File: src/hw/rtl/sbeq_pkg.sv
// Shared constants, types and saturation helpers for the stereo biquad equaliser
`timescale 1ns / 1ps
package sbeq_pkg;

    localparam int NUM_BANDS   = 10;
    localparam int NUM_FILTERS = 2 * NUM_BANDS + 1;
    localparam int NUM_COEFS   = 5;
    localparam int COEF_DEPTH  = NUM_FILTERS * NUM_COEFS;
    localparam int DLY_DEPTH   = NUM_FILTERS * 4;
    localparam int CAW         = $clog2(COEF_DEPTH);
    localparam int DAW         = $clog2(DLY_DEPTH);
    localparam int FW          = $clog2(NUM_FILTERS);
    localparam int BCW         = $clog2(NUM_BANDS + 1);
    localparam int BIW         = (NUM_BANDS > 1) ? $clog2(NUM_BANDS) : 1;

    localparam logic [1:0] OP_SAMPLE = 2'd0;
    localparam logic [1:0] OP_COEF   = 2'd1;
    localparam logic [1:0] OP_CLEAR  = 2'd2;

    localparam logic [2:0] K_B0 = 3'd0;
    localparam logic [2:0] K_B1 = 3'd1;
    localparam logic [2:0] K_B2 = 3'd2;
    localparam logic [2:0] K_A1 = 3'd3;
    localparam logic [2:0] K_A2 = 3'd4;

    localparam logic [15:0]        GAIN_RESET = 16'd4096;
    localparam logic signed [31:0] ONE_Q428   = 32'sd268435456;

    typedef struct packed {
        logic                    en;
        logic [CAW-1:0]          addr;
        logic signed [31:0]      data;
    } t_coef_wr;

    typedef struct packed {
        logic [CAW-1:0] addr;
        logic           is_b0;
    } t_coef_rd;

    typedef struct packed {
        logic               en;
        logic [DAW-1:0]     addr;
        logic signed [39:0] data;
    } t_dly_wr;

    function automatic logic signed [31:0] sat32(input logic signed [51:0] v);
        logic signed [31:0] r;
        if (v > 52'sd2147483647) r = 32'sh7FFF_FFFF;
        else if (v < -52'sd2147483648) r = 32'sh8000_0000;
        else r = v[31:0];
        return r;
    endfunction

    function automatic logic signed [39:0] sat40(input logic signed [45:0] v);
        logic signed [39:0] r;
        if (v > 46'sh7F_FFFF_FFFF) r = 40'sh7F_FFFF_FFFF;
        else if (v < -46'sh80_0000_0000) r = 40'sh80_0000_0000;
        else r = v[39:0];
        return r;
    endfunction

    function automatic logic signed [23:0] clamp24(input logic signed [31:0] v);
        logic signed [23:0] r;
        if (v > 32'sd8388607) r = 24'sh7F_FFFF;
        else if (v < -32'sd8388608) r = 24'sh80_0000;
        else r = v[23:0];
        return r;
    endfunction

    function automatic logic [30:0] mag31(input logic signed [31:0] v);
        logic [31:0] a;
        logic [30:0] r;
        a = v[31] ? 32'(-v) : 32'(v);
        r = a[31] ? 31'h7FFF_FFFF : a[30:0];
        return r;
    endfunction

endpackage

File: src/hw/rtl/sbeq_dly_store.sv
// Filter delay memory with per-entry valid bits and a clear that empties all entries at once
`timescale 1ns / 1ps
module sbeq_dly_store import sbeq_pkg::*; (
    input  logic                i_clk,
    input  logic                i_rst_n,
    input  logic                i_clear,
    input  t_dly_wr             i_wr,
    input  logic [DAW-1:0]      i_rd_addr,
    output logic signed [39:0]  o_rd_data
);

    logic signed [39:0]   r_mem [DLY_DEPTH];
    logic [DLY_DEPTH-1:0] r_valid;
    logic signed [39:0]   r_rd_data;
    logic                 r_rd_ok;

    always_ff @(posedge i_clk) begin
        if (i_wr.en) begin
            r_mem[i_wr.addr] <= i_wr.data;
        end
        r_rd_data <= r_mem[i_rd_addr];
    end

    always_ff @(posedge i_clk) begin
        if (!i_rst_n) begin
            r_valid <= '0;
            r_rd_ok <= 1'b0;
        end else begin
            if (i_clear) begin
                r_valid <= '0;
            end else if (i_wr.en) begin
                r_valid[i_wr.addr] <= 1'b1;
            end
            r_rd_ok <= r_valid[i_rd_addr];
        end
    end

    assign o_rd_data = r_rd_ok ? r_rd_data : 40'sd0;

endmodule

File: config.mk
export PLATFORM = sky130hd
export DESIGN_NAME = sbeq_dly_store
export DESIGN_NICKNAME = d
export VERILOG_FILES = /design/src/hw/rtl/sbeq_pkg.sv /design/src/hw/rtl/sbeq_dly_store.sv
export SDC_FILE = /design/constraint.sdc
export NUM_CORES = 2
export LEC_CHECK = 0
export BUFFER_PORTS_ARGS = -buffer_cell sky130_fd_sc_hd__buf_2
export CORE_MARGIN = 2
export CORE_UTILIZATION = 40
export CTS_CLUSTER_SIZE = 16
export DETAILED_ROUTE_END_ITERATION = 10
export MAX_ROUTING_LAYER = met4
export SLEW_MARGIN = 20
export SYNTH_ARGS = -nofsm -noshare
export SYNTH_HDL_FRONTEND = slang
export SYNTH_SLANG_ARGS = --single-unit
File: constraint.sdc
create_clock -name i_clk -period 5.7 [get_ports i_clk]
set_clock_uncertainty 0.1 [all_clocks]
set_input_delay 0.57 -clock i_clk [delete_from_list [all_inputs] [get_ports i_clk]]
set_output_delay 0.57 -clock i_clk [all_outputs]
set_load 0.01 [all_outputs]
* Yosys cells after proc, flatten, opt, wreduce, memory -nomap -nowiden
Memory sizes are Yosys's and may differ from the RTL's. A register that Yosys moved wholly into a read port is not among the register bits.
Cells that the tools add are included.
** Word-level totals
- Bits in registers :: 85
- Memory bits (writable) :: 3360
- Bits of input ports :: 58
- Output and inout port bits :: 40
- Memories :: 1
** Cells by class
- $lt $le $gt $ge :: 3
- Multiplexer cells :: 7
- Bitwise gates (word level) :: 2
- Reductions and logical operators :: 2
** Memory list
- r_mem :: depth 84, width 40, rd ports 1, clocked after memory_dff 1, wr ports 1, line sbeq_dly_store.sv:12 : logic signed [39:0] r_mem [DLY_DEPTH];
** Operators with widths (count)
- $or A84 B84 Y84 :: 1
- $mux W40 :: 1
- $lt A7 B8 Y1 const B :: 2
- $bmux W1 S7 :: 1
- $demux W1 S7 :: 1
- $ge A7 B1 Y1 const B :: 1
- $mux W1 :: 4
- $reduce_or A2 Y1 :: 1
- $logic_and A1 B1 Y1 :: 1
- $not A1 Y1 :: 1

* Longest topological paths before layout
- Depth in word-level cells :: 5
- Depth in mapped cells :: 12
- Mapped depth without buffers :: 6

* Worst setup path before layout
No wires, ideal clock.
- Kind :: input to register
- From :: in i_wr[45] (netlist bit)
- To :: mem r_mem[60][0], enable pin
- Library setup time :: 0.489 ns
- Arrival time :: 4.143 ns
- Data required time :: 5.111 ns
- Path slack :: 0.967 ns
- Stages :: 5
- Buffers on the path :: 1
- Cell sequence :: nor2b_1 > clkbuf_1 > nand4_1 > or2_2 > nor3_1
** RTL lines
- start, declared :: line sbeq_dly_store.sv:7 : input t_dly_wr i_wr,
- end, declared :: line sbeq_dly_store.sv:12
Straight into the memory's write port.

* Final worst setup path
- From :: in i_wr[41] (netlist bit)
- To :: mem r_mem[80][8], enable pin
Straight into the memory's write port.

==> summary.md <==
| Metric | Value |
|---|---|
| Max-slew headroom | `15.4%` |
| Layout cells sized above 1 | `28.5%` |
| H-Tree Depth | `5` |
| Min Clock Period, post-route | `3.76 ns` |
| Placed Area | `141000 um^2` |
| Syn Nets | `6079` |
| Post-Synthesis Cells | `6021` |
| Antenna Nets Post-Route | `0` |
| # IOs | `98` |
| Sequential area share after synthesis | `77.5%` |
| Cell taking the most area after synthesis | `edfxtp_1` |
| Crit path arrival time | `4.25 ns` |
| Final period util | `65.9%` |
| HP Class | `in -> reg` |
| Maxcap violations | `0` |
| Max Used Layer | `met4` |
| Met3 Wirelength | `42200 um` |
| Die X | `582 um` |
| # rows | `212` |
| Initial antenna violation count | `41` |
| DR iter-0 viols | `10793` |
| TritonCTS clock tree | `built` |
| # fillers | `27381` |
| Area contributors post-synth | `edfxtp_1 (76%), mux4_2 (14%), mux2i_1 (1.9%), dfxtp_1 (1.9%), nor2_1 (0.55%)` |
| Mean Syn Cell Area | `22.2 um^2` |
| Total vias in the final route | `68173` |
| Leak | `0.0482 uW` |
| Setup Buffers After CTS | `0` |
| Max Clock Freq | `0.266 GHz` |
| Post-synth EDFFs | `3360` |
| First-pass DRT Iterations | `5` |
| Largest net degree at the start of global routing | `85` |
| Root Buffer | `clkbuf_16` |
| Nets | `6518` |
| Commonest cells post-synth | `edfxtp_1 (3360), mux4_2 (821), mux2i_1 (253)` |
| Clk buf depth | `4` |
| Area Overhead vs Synth | `14.6%` |
| Post-route cell area | `153000 um^2` |
| GP Congestion | `0.850` |
| Crit-path max FO | `15` |
| Layout Cells excl Fill | `11183` |
| RSZ-0062 raised after global routing | `no` |
| Wirelength per Cell | `36.4 um` |
| Final WL | `407000 um` |
| Placed Cells | `10488` |
| Crit path kind | `in -> reg` |
| Vias in the first global route | `66956` |
| Netlist Area Pre-Place | `133000 um^2` |
| Skew-Pair Late Insertion Delay | `0.97 ns` |
| Pwr Total | `54500 uW` |
| Nature of the critical path endpoint | `flip-flop` |
| Pwr dens | `357 nW/um^2` |
| Total number of yosys warnings | `0` |
| Tot GR Track Use | `24.4%` |
| Most common cell in the netlist | `edfxtp_1` |
| Synth cell types | `70` |
| Post-cts sizing count | `0` |
| Required time of the critical path | `6.19 ns` |
| Grt ovf | `0` |
| Status | `finished clean` |
| Global-route wire length before repair | `557000 um` |
| Core Footprint | `333000 um^2` |
| Final Hold Vio Count | `0` |
| CP Launch Type | `input pin` |
| Clock buffer count from CTS | `351` |
| Max VDD drop | `0.248 mV` |
| Fraction of registers with async set/reset | `0%` |
| DRC viols | `0` |
| Yosys top cell area share | `75.6%` |
| Setup violations, final | `0` |
| Metal2 WL | `193000 um` |
| Sink Count | `3485` |
| Slew Viols, Final | `0` |
| Die Y | `582 um` |
| CTS clk-pin slew, worst paths | `0.06 ns` |
| CTS Hold Buffers Added | `6` |
| Worst-Margin Slew | `1.27 ns` |
| Via density | `6.10` |
| IO Port Bufs | `97` |
| Area of the multi-input gates | `28500 um^2` |
| Sum of negative setup slack | `0 ns` |
| DPL Wire Length | `234000 um` |
| FF+latch count, synth | `3485` |
| Most used DFF post-synth | `edfxtp_1` |
| Die ar. | `338000 um^2` |
| Met1 WL | `160000 um` |
| Starting Density | `40.1%` |
| Sequential cell area | `103000 um^2` |
-- per-stage QoR --
step | util, % | worst slack [ns] | hold slack (ns)
after floorplan | - | 0.967 | 0.335
after global placement | 42.3 | 1.04 | 0.342
after detailed placement | 42.4 | 1.23 | 0.348
after CTS | 45.9 | 2.17 | 0.0184
after global routing | 46.0 | 1.99 | 0.0528
final | 46.0 | 1.94 | 0.0291
-- kinds of logic (layout without fill, tap and decap cells) --
family | count (synthesis) | after routing | synth area share [%]
multiplexers | 1115 | 1115 | 16.1
other | 0 | 34 | 0
AND/OR/NAND/NOR | 530 | 530 | 1.79
AO/OA/AOI/OAI | 542 | 542 | 2.92
buffers and inverters | 349 | 1090 | 1.69
flip-flops | 3485 | 3485 | 77.5
-- where the power goes --
| part | switching (uW) | internal (uW) |
|---|---|---|
| clock | 10200 | 13300 |
| sequential | 107 | 28200 |
| combinational | 1820 | 918 |
-- worst paths after layout --
path | to | slack, ns | startpoint | cells past startpoint
worst max-delay path | r_mem[80][8] | 1.94 | i_wr[41] | 6
worst min-delay path | r_mem[36][3] | 0.03 | i_wr[3] | 1
worst max register to register | r_rd_data[12] | 2.83 | r_mem[36][12] | 5
worst min register to register | r_valid[59] | 0.36 | r_valid[59] | 1
-- cell usage in the layout (no fill, tap or decap), drive strengths merged, types with 25 or more instances in the layout --
master,instances
nand2,152
mux4,821
buf,420
dfxtp,125
o22ai,75
o21ai,52
nor2b,25
a211o,25
and2,67
mux2,41
edfxtp,3360
diode,34
a21oi,69
nor3,28
o21a,85
nor2,197
clkbuf,460
clkinv,141
bufinv,31
mux2i,253
a211oi,50
o221ai,51
-- layer usage --
layer / GRT usage (%) / vias up
met4: 7.00 / 0
met5: - / -
met2: 37.7 / 4030
met3: 5.03 / 638
li1: - / 26348
met1: 33.0 / 37157
-- cell type report --
| class | count | share of cell area (%) |
|---|---|---|
| Sequential cell | 3485 | 67.6 |
| Multi-Input combinational cell | 2187 | 18.6 |
| Clock buffer | 460 | 6.20 |
| Tap cell | 4387 | 3.59 |
| Timing Repair Buffer | 426 | 2.35 |
| Clock inverter | 195 | 1.52 |
| Antenna cell | 34 | 0.0556 |
| Inverter | 9 | 0.0319 |
-- worst max-delay path, stage by stage --
cell and delay [ns]:
dlygate4sd3_1 0.61, buf_2 0.22, nor2_1 0.24, nand3_1 0.84
nor2_4 1.21, buf_4 0.50
-- sequential cells by signal, indices dropped and copies added, names as in the netlist --
name,flops
r_mem,3360
r_valid,84
r_rd_ok,1
r_rd_data,40
Power figures use the tool's default switching activity.
